### src/rtl/core/bfs_pkg.sv
// bfs_pkg: shared constants, FSM state type and queue interface structs
// for the breadth-first search unit. No dependencies.
`timescale 1ns / 1ps

package bfs_pkg;

  localparam int MAX_NODES = 8;
  localparam int NODE_W    = $clog2(MAX_NODES);
  localparam int PTR_W     = $clog2(MAX_NODES + 1);
  localparam int CNT_W     = 4;
  localparam int ROW_W     = 8;

  localparam logic [CNT_W-1:0]  NODE_COUNT_RST = 4'd7;
  localparam logic [CNT_W-1:0]  MAX_NODES_CNT  = CNT_W'(MAX_NODES);
  localparam logic [NODE_W-1:0] LAST_COL       = NODE_W'(ROW_W - 1);

  localparam logic FUNC_LOAD  = 1'b0;
  localparam logic FUNC_START = 1'b1;

  typedef enum logic [1:0] {
    ST_IDLE,
    ST_FETCH,
    ST_SCAN
  } bfs_state_t;

  typedef struct packed {
    logic              clear;
    logic              push;
    logic              pop;
    logic [NODE_W-1:0] push_data;
  } q_ctl_t;

  typedef struct packed {
    logic              empty;
    logic              full;
    logic [NODE_W-1:0] head_data;
  } q_sts_t;

endpackage

### src/rtl/core/bfs_adjacency_matrix_unit.sv
// bfs_adjacency_matrix_unit: top level of the breadth-first search unit.
// Depends on bfs_pkg and bfs_queue.
`timescale 1ns / 1ps
//
//  Channel   Handshake                   Payload
//  -------   -------------------------   -------------------------------------
//  input     start & !busy               in_func, in_row_index, in_row_bits,
//                                        in_start_node
//  result    out_valid (one-cycle pulse) out_visit_node, out_last
//  config    cfg_valid & cfg_ready       cfg_node_count
//
//  A row load, like a start node outside the node count, leaves the unit idle.
//  A traversal handles each dequeued node in the fetch state and then scans
//  all eight adjacency bits of its row in the scan state, since one
//  compare unit checks one adjacency bit per cycle.
//  Results are pulsed with no backpressure. Each result leaves one node
//  behind the scan, so the final transaction (out_last) sits on the result
//  ports in the first cycle after busy drops, which may also accept a new
//  input transaction.
//  Reset clears the FSM, the adjacency rows, the queue pointers and sets the
//  node count to 7; the queue store itself is not cleared.

module bfs_adjacency_matrix_unit (
  input  logic                        clk,
  input  logic                        rst_n,
  // input channel
  input  logic                        start,
  output logic                        busy,
  input  logic                        in_func,
  input  logic [2:0]                  in_row_index,
  input  logic [7:0]                  in_row_bits,
  input  logic [2:0]                  in_start_node,
  // result channel
  output logic                        out_valid,
  output logic [2:0]                  out_visit_node,
  output logic                        out_last,
  // configuration
  input  logic                        cfg_valid,
  output logic                        cfg_ready,
  input  logic [bfs_pkg::CNT_W-1:0]   cfg_node_count
);
  import bfs_pkg::*;

  bfs_state_t        state_r, state_nxt;

  logic [CNT_W-1:0]  node_count_r;
  logic [ROW_W-1:0]  adj_r [MAX_NODES];
  logic [ROW_W-1:0]  row_r;
  logic [NODE_W-1:0] col_r;
  logic [ROW_W-1:0]  visited_r;
  logic [NODE_W-1:0] pend_node_r;

  logic              out_valid_r;
  logic [NODE_W-1:0] out_visit_node_r;
  logic              out_last_r;

  q_ctl_t            q_ctl;
  q_sts_t            q_sts;

  logic              in_fire;
  logic [CNT_W-1:0]  n_eff;
  logic              start_ok;
  logic              hit;

  // control strobes from the output decoder
  logic              seed;
  logic              load_row;
  logic              fetch;
  logic              emit;
  logic              emit_last;

  assign busy      = (state_r != ST_IDLE);
  assign cfg_ready = ~busy;
  assign in_fire   = start & ~busy;

  // node_count above the array size acts as the array size
  assign n_eff    = (node_count_r > MAX_NODES_CNT) ? MAX_NODES_CNT : node_count_r;
  assign start_ok = ({1'b0, in_start_node} < n_eff);

  // shared compare unit: one neighbor column per cycle
  assign hit = ({1'b0, col_r} < n_eff) && row_r[col_r] && !visited_r[col_r]
               && !q_sts.full;

  // next state
  always_comb begin
    state_nxt = state_r;
    unique case (state_r)
      ST_IDLE: begin
        if (in_fire && in_func == FUNC_START && start_ok) state_nxt = ST_FETCH;
      end
      ST_FETCH: begin
        state_nxt = q_sts.empty ? ST_IDLE : ST_SCAN;
      end
      ST_SCAN: begin
        if (col_r == LAST_COL) state_nxt = ST_FETCH;
      end
      default: state_nxt = ST_IDLE;
    endcase
  end

  // control outputs
  always_comb begin
    seed            = 1'b0;
    load_row        = 1'b0;
    fetch           = 1'b0;
    emit            = 1'b0;
    emit_last       = 1'b0;
    q_ctl.clear     = 1'b0;
    q_ctl.push      = 1'b0;
    q_ctl.pop       = 1'b0;
    q_ctl.push_data = col_r;
    unique case (state_r)
      ST_IDLE: begin
        load_row = in_fire && (in_func == FUNC_LOAD);
        seed     = in_fire && (in_func == FUNC_START) && start_ok;
        q_ctl.clear     = seed;
        q_ctl.push      = seed;
        q_ctl.push_data = in_start_node;
      end
      ST_FETCH: begin
        // an empty queue ends the walk: the held node goes out as last
        fetch     = ~q_sts.empty;
        q_ctl.pop = ~q_sts.empty;
        emit      = q_sts.empty;
        emit_last = q_sts.empty;
      end
      ST_SCAN: begin
        q_ctl.push = hit;
        emit       = hit;
      end
      default: ;
    endcase
  end

  always_ff @(posedge clk) begin
    if (!rst_n) begin
      state_r      <= ST_IDLE;
      node_count_r <= NODE_COUNT_RST;
      out_valid_r  <= 1'b0;
      for (int i = 0; i < MAX_NODES; i++) adj_r[i] <= '0;
    end else begin
      state_r     <= state_nxt;
      out_valid_r <= emit;
      if (cfg_valid && cfg_ready) node_count_r <= cfg_node_count;
      if (load_row) adj_r[in_row_index] <= in_row_bits;
    end
  end

  // datapath: no reset needed
  always_ff @(posedge clk) begin
    if (emit) begin
      out_visit_node_r <= pend_node_r;
      out_last_r       <= emit_last;
    end
    if (seed) begin
      visited_r   <= ROW_W'(1) << in_start_node;
      pend_node_r <= in_start_node;
    end else if (hit && state_r == ST_SCAN) begin
      visited_r[col_r] <= 1'b1;
      pend_node_r      <= col_r;
    end
    if (fetch) begin
      row_r <= adj_r[q_sts.head_data];
      col_r <= '0;
    end else if (state_r == ST_SCAN) begin
      col_r <= col_r + NODE_W'(1);
    end
  end

  bfs_queue u_queue (
    .clk   (clk),
    .rst_n (rst_n),
    .ctl   (q_ctl),
    .sts   (q_sts)
  );

  assign out_valid      = out_valid_r;
  assign out_visit_node = out_visit_node_r;
  assign out_last       = out_last_r;

endmodule

### src/rtl/core/bfs_queue.sv
// bfs_queue: node FIFO for the traversal, head/tail pointers plus a small
// register store. Depends on bfs_pkg.
`timescale 1ns / 1ps

module bfs_queue (
  input  logic            clk,
  input  logic            rst_n,
  input  bfs_pkg::q_ctl_t ctl,
  output bfs_pkg::q_sts_t sts
);
  import bfs_pkg::*;

  logic [NODE_W-1:0] store_r [MAX_NODES];
  logic [PTR_W-1:0]  head_r;
  logic [PTR_W-1:0]  tail_r;
  logic [PTR_W-1:0]  wr_ptr;

  // a clear with a push seeds entry 0
  assign wr_ptr = ctl.clear ? '0 : tail_r;

  always_ff @(posedge clk) begin
    if (!rst_n) begin
      head_r <= '0;
      tail_r <= '0;
    end else begin
      if (ctl.clear) begin
        head_r <= '0;
        tail_r <= ctl.push ? PTR_W'(1) : '0;
      end else begin
        if (ctl.push) tail_r <= tail_r + PTR_W'(1);
        if (ctl.pop)  head_r <= head_r + PTR_W'(1);
      end
    end
  end

  always_ff @(posedge clk) begin
    if (ctl.push) store_r[wr_ptr[NODE_W-1:0]] <= ctl.push_data;
  end

  assign sts.empty     = (head_r == tail_r);
  assign sts.full      = (tail_r == PTR_W'(MAX_NODES));
  assign sts.head_data = store_r[head_r[NODE_W-1:0]];

endmodule
### config.mk
export PLATFORM = sky130hd
export DESIGN_NAME = bfs_adjacency_matrix_unit
export DESIGN_NICKNAME = d
export VERILOG_FILES = /design/src/rtl/core/bfs_pkg.sv /design/src/rtl/core/bfs_adjacency_matrix_unit.sv /design/src/rtl/core/bfs_queue.sv
export SDC_FILE = /design/constraint.sdc
export NUM_CORES = 1
export LEC_CHECK = 0
export ABC_CLOCK_PERIOD_IN_PS = 3800
export BUFFER_PORTS_ARGS = -buffer_cell sky130_fd_sc_hd__buf_2
export CAP_MARGIN = 0
export CORE_MARGIN = 8
export CORE_UTILIZATION = 35
export DETAILED_ROUTE_END_ITERATION = 12
export SYNTH_ARGS = -nofsm -noshare
export SYNTH_HDL_FRONTEND = slang
export SYNTH_SLANG_ARGS = --single-unit
### constraint.sdc
create_clock -name clk -period 3.8 [get_ports clk]
set_clock_uncertainty 0.2 [all_clocks]
set_input_delay 0.19 -clock clk [delete_from_list [all_inputs] [get_ports clk]]
set_output_delay 0.19 -clock clk [all_outputs]
set_load 0.1 [all_outputs]
# Word level (Yosys, flattened, before mapping)
# Memories as Yosys holds them, arrays and structs flattened. A register that Yosys moved wholly into a read port is not among the register bits.
# Index checks and enable logic that the tools add are counted.
[op_classes] addsub=3 n_reduce_logical=18 mux=36 eq_ne=7 magnitude_cmp=5 shifts=1 n_bitwise=6
[ops] op="$mux 8" count=3
[ops] op="$mux 3" count=7
[ops] op="$mux 1" count=14
[ops] op="$mux 4" count=3
[ops] op="$logic_and 1x1->1" count=9
[ops] op="$add 4x1->4 const B" count=2
[ops] op="$lt 3x4->1" count=2
[ops] op="$or 8x8->8" count=1
[ops] op="$reduce_or 8->1" count=1
[ops] op="$shl 1x3->8 const A" count=1
[ops] op="$bmux 1 s3" count=2
[ops] op="$mux 2" count=3
[ops] op="$pmux 2 s3" count=1
[ops] op="$reduce_bool 2->1" count=3
[ops] op="$eq 4x4->1" count=1
[ops] op="$eq 4x4->1 const B" count=1
[ops] op="$gt 4x4->1 const B" count=1
[ops] op="$lt 3x4->1 const B" count=1
[ops] op="$ne 2x2->1 const B" count=2
[ops] op="$not 1->1" count=4
[ops] op="$pmux 1 s2" count=2
[ops] op="$add 3x1->3 const B" count=1
[ops] op="$demux 1 s3" count=1
[ops] op="$eq 3x3->1 const B" count=1
[ops] op="other kinds (8)" count=9
[word_totals] mem_bits_rw=88 memories=2 ff_bits=33 output_inout_bits=7 in_bits=23 elab_cells=88
[mem_list] name="adj_r" words=8 word_bits=8 read_ports=1 rd_ports_with_merged_regs=1 wr=8 line_no="bfs_adjacency_matrix_unit.sv:47" rtl="logic [ROW_W-1:0] adj_r [MAX_NODES];"
[mem_list] name="u_queue.store_r" words=8 word_bits=3 read_ports=1 rd_ports_with_merged_regs=1 wr=1 line_no="bfs_queue.sv:13" rtl="logic [NODE_W-1:0] store_r [MAX_NODES];"

# Longest topological paths before layout
[depth] depth_word=10 mapped_depth=8 ltp_nobuf=7

# Hierarchy
# Synthesis repeated with hierarchy kept, for this count alone.
[unflattened] hier_cells=445 hier_area_um2=6180.9
[modules_own_cells] module="bfs_adjacency_matrix_unit" cells_per_inst=346 seq_area_each_um2=2812.7 area_each_um2=4717.0 n_inst=1
[modules_own_cells] module="bfs_queue" cells_per_inst=99 seq_area_each_um2=940.9 area_each_um2=1463.9 n_inst=1

# Least setup slack after synthesis
# OpenSTA, ideal clock, no wires.
[synth_path] kind="register to register" from="register state_r[0]" to="memory adj_r[2][0], enable pin" required_ns=3.216 period_less_slack_ns=3.140 setup_slack_ns=0.660 stages_incl_launch_ff=7 setup_ns=0.384 t_arrival_ns=2.556 n_path_buf=1 cell_sequence="dfxtp_1 -> inv_1 -> ha_1 -> nand4b_1 -> or2_2 -> clkbuf_1 -> o21ai_0"
[synth_lines] item="start: declaration" line_no="bfs_adjacency_matrix_unit.sv:44" rtl="bfs_state_t state_r, state_nxt;"
[synth_lines] item="start signal: assignment" line_no="bfs_adjacency_matrix_unit.sv:142" rtl="state_r <= state_nxt;"
[synth_lines] item="end: declaration" line_no="bfs_adjacency_matrix_unit.sv:47"

# Final worst setup path
[layout_path] from="register node_count_r[3]" to="memory u_queue.store_r[1][1] in the netlist's numbering, enable pin"
[layout_via] elab_chain_len=9 elab_cells_between_ends=13 cone_classes="3 x order compare; 6 x mux; 4 x reduce/logical"
[layout_lines] item="start: declaration" line_no="bfs_adjacency_matrix_unit.sv:46" rtl="logic [CNT_W-1:0] node_count_r;"
[layout_lines] item="start signal: assignment" line_no="bfs_adjacency_matrix_unit.sv:144" rtl="if (cfg_valid && cfg_ready) node_count_r <= cfg_node_count;"
[layout_lines] item="$gt 4x4->1" line_no="bfs_adjacency_matrix_unit.sv:77" rtl="assign n_eff = (node_count_r > MAX_NODES_CNT) ? MAX_NODES_CNT : node_count_r;"
[layout_lines] item="$mux 4 *" line_no="bfs_adjacency_matrix_unit.sv:77"
[layout_lines] item="$lt 3x4->1" line_no="bfs_adjacency_matrix_unit.sv:81" rtl="assign hit = ({1'b0, col_r} < n_eff) && row_r[col_r] && !visited_r[col_r]"
[layout_lines] item="$logic_and 1x1->1 (2 in series)" line_no="bfs_adjacency_matrix_unit.sv:81"
[layout_lines] item="$logic_and 1x1->1" line_no="bfs_adjacency_matrix_unit.sv:82" rtl="&& !q_sts.full;"
[layout_lines] item="$pmux 1 s2" line_no="bfs_adjacency_matrix_unit.sv:112" rtl="unique case (state_r)"
[layout_lines] item="$mux 1" line_no="bfs_queue.sv:37" rtl="if (ctl.push) store_r[wr_ptr[NODE_W-1:0]] <= ctl.push_data;"
[layout_lines] item="$mux 1 (implied by the code)" line_no="bfs_queue.sv:37"
[layout_lines] item="end: declaration" line_no="bfs_queue.sv:13"
# Mark *: on every way between the ends. The rest lies on a longest branch, timed or not.

==> results.yml <==
run_status:
  outcome: "finished clean"
critical_path:
  critPathCaptureType: "register"
  path_cells: "nand2b_1 > ha_1 > o21a_1 > a211oi_1 > nor2_1 > nand4_1 > nor3_1"
  arrival_ps: 3150
  crit_type: "register to register"
  path_max_fanout: 20
  required_ps: 3650
  slowest_stage: "nor2_1"
  crit_path_start_kind: "register"
  crit_start: "node_count_r[3]$_SDFFE_PN0P_"
  r2r-start: "node_count_r[3]$_SDFFE_PN0P_"
  cp_slowest_stage_delay_ps: 920
route:
  firstDrtPassIters: 4
  vias: 3850
  wl_um: 13440
  drtAntennaViolNets: 0
  viasPerCell: 5.072
  routedWlPerCell_um: 17.71
  initialDrtViolationCount: 321
  drc: 0
floorplan:
  pin_count: 30
  dieArea_um2: 22140
  row_count: 48
  core_um2: 17300
  start_util_pct: 35.68
  die_h_um: 148.8
  die_w_um: 148.8
grt:
  grt_pass1_wl_um: 21450
  antenna_found_initial: 0
  gr-total-overflow: 0
  grt_pass1_vias: 4024
  grt_max_degree: 21
  grt_use_total_pct: 12.87
sta:
  period_share_pct: 86.84
  setup_viol: 0
  hold_ws_ps: 49.10
  max-slew-margin-rel_pct: 19.59
  tns_ps: 0
  finalMaxSlewViolations: 0
  rsz0062_at_grt: "no"
  worst_pin_slew_ps: 1202
  max_freq_mhz: 303.1
  min_period_ps: 3300
  finalHoldViolCount: 0
placed_design:
  dpl-instance-area_um2: 6570
  io_buffers: 29
  place_hpwl_um: 9337
  routabilityCongestion: 0.8847
finish:
  area_growth_pct: 19.22
  fin_area_um2: 7357
  antennaDiodeCount: 0
  drive_above_1_share_pct: 12.92
  layout.nets: 557
hold_path:
  hold_path.class: "primary input to register"
  worstHoldStart: "in_start_node[1]"
power_and_ir_drop:
  seqPwrFrac_pct: 43.7
  peakVddDrop_mv: 0.3422
  pwr-share-clk_pct: 38.6
  p_switching_mw: 1.074
  p_leak_nw: 2.793
  p_int_mw: 2.982
  comb_power_share_pct: 17.6
  power_density_nw_per_um2: 551.2
  sw_frac_of_total_pct: 26.47
yosys:
  synth_flop_cell: "edfxtp_1"
  synth.cell_area_um2: 6171
  ys_types: 44
  synth_area_per_cell_um2: 13.36
  async_reset_ff_share_pct: 0
  syn-num-nets: 497
  synth_edf_count: 111
  syn_inst: 462
  yosysSeqAreaShare_pct: 60.83
  yosys_warnings: 0
  ys_ff_latch: 132
clocking:
  cts_setup_buffers: 0
  root_buffer: "clkbuf_16"
  cts_resized: 0
  clkTransAtPathRegs_ps: 50
  tritoncts: "yes"
  ctsHoldBuffers: 23
  cts_buffer_depth: 2
  numCtsBuffers: 17
  htreeDepth: 4
  insertion_delay_ps: 410
  cts.sinks: 132
flow_run:
  maxCapViolations: 0
per-stage QoR:
step | utilization (%) | total power [mW] | std cells | setup WS, ps
6_report | 42.53 | 4.055 | 759 | 500.2
5_1_grt | 42.53 | 4.209 | 759 | 250.8
4_1_cts | 42.53 | 4.081 | 759 | 565.6
3_5_place_dp | 37.98 | 2.487 | 705 | 597.5
3_3_place_gp | 37.98 | 2.468 | 705 | 764.5
2_1_floorplan | - | 2.295 | 462 | 660.1
cell usage in the layout, fill, tap and decap left out, types with 7 or more instances in the layout:
cell type      instances
a31oi_1                9
clkbuf_16             17
nand2_1               46
nand2b_1               8
mux4_1                21
o21ai_0               19
edfxtp_1             111
buf_4                 11
and2_1                65
nor3_1                 7
buf_2                 29
dfxtp_1               21
nand3_1               12
inv_1                 19
mux2i_1                7
dlygate4sd3_1         23
nor2_1                25
a21oi_1               10
ha_1                  12
kinds of logic (layout without fill, tap and decap cells):
family          after synthesis  after routing  share of synthesized area (%)
simple gates                177            177                          14.80
flops                       132            132                          60.83
compound gates               59             59                          6.326
buf+inv                      41            113                          2.940
mux                          33             33                          11.54
fa+ha+maj                    12             12                          2.433
xor+xnor                      8              8                          1.135
registers in the layout, summed over array words and instances, names as in the netlist, named ones only:
signal and count:
adj_r 64, u_queue.store_r 24, row_r 8, visited_r 8, node_count_r 4, u_queue.head_r 4
u_queue.tail_r 4, col_r 3, out_visit_node 3, pend_node_r 3, state_r 2, out_last 1
out_valid 1
critical path: cells and delay by family (launching register included):
kind / cells / cell delay [ps]
DFF: 1 / 350
AOI/OAI and AO/OA: 2 / 210
and+or+nand+nor: 4 / 1860
adders and majority gates: 1 / 290
routing by layer:
metal | part of all wire [%] | GRT usage (%) | up-vias
met4 | 1.9 | 4.796 | 0
met3 | 4.6 | 3.701 | 21
met2 | 50 | 21.77 | 81
met5 | 0 | 0 | -
li1 | - | - | 1857
met1 | 43 | 15.28 | 1891
path summary, 6_finish.rpt:
| check | slack [ps] | end | cells past startpoint |
|---|---|---|---|
| worst max-delay path | 500 | u_queue.store_r[1][1]$_DFFE_PP_ | 7 |
| worst min-delay path | 50 | visited_r[0]$_DFFE_PP_ | 2 |
| worst max register to register | 500 | u_queue.store_r[1][1]$_DFFE_PP_ | 7 |
| worst min register to register | 220 | out_visit_node[2]$_DFFE_PP_ | 0 |
power by group through the flow:
stage / Sequential, mW / Clock (mW) / Combinational (mW)
3_3_place_gp: 1.80 / 0 / 0.670
3_5_place_dp: 1.80 / 0 / 0.688
4_1_cts: 1.77 / 1.59 / 0.719
2_1_floorplan: 1.79 / 0 / 0.506
6_report: 1.77 / 1.57 / 0.715
5_1_grt: 1.79 / 1.64 / 0.783
cell usage after synthesis, types with 4 or more instances:
library cell | n | share of area (%)
a21oi_1 | 10 | 0.81
a31oi_1 | 9 | 0.91
and2_1 | 65 | 6.6
buf_2 | 4 | 0.32
clkbuf_1 | 14 | 0.85
dfxtp_1 | 21 | 6.8
edfxtp_1 | 111 | 54
ha_1 | 12 | 2.4
inv_1 | 19 | 1.2
mux2i_1 | 7 | 1.1
mux4_1 | 21 | 8.9
nand2_1 | 46 | 2.8
nand2b_1 | 8 | 0.81
nand3_1 | 12 | 0.97
nor2_1 | 25 | 1.5
nor3_1 | 7 | 0.57
nor4_1 | 4 | 0.41
o21ai_0 | 19 | 1.5
o41ai_1 | 4 | 0.57
xor2_1 | 6 | 0.85
cell type report:
type	instances	area, µm²
timing repair buffer	63	457.9
clock inverter	8	108.9
sequential	132	3754
tap	225	281.5
inverter	19	71.32
multi-input combinational	289	2236
fill	1603	9940
clock buffer	23	447.9
Note: power is estimated with default switching activity, not from simulation.
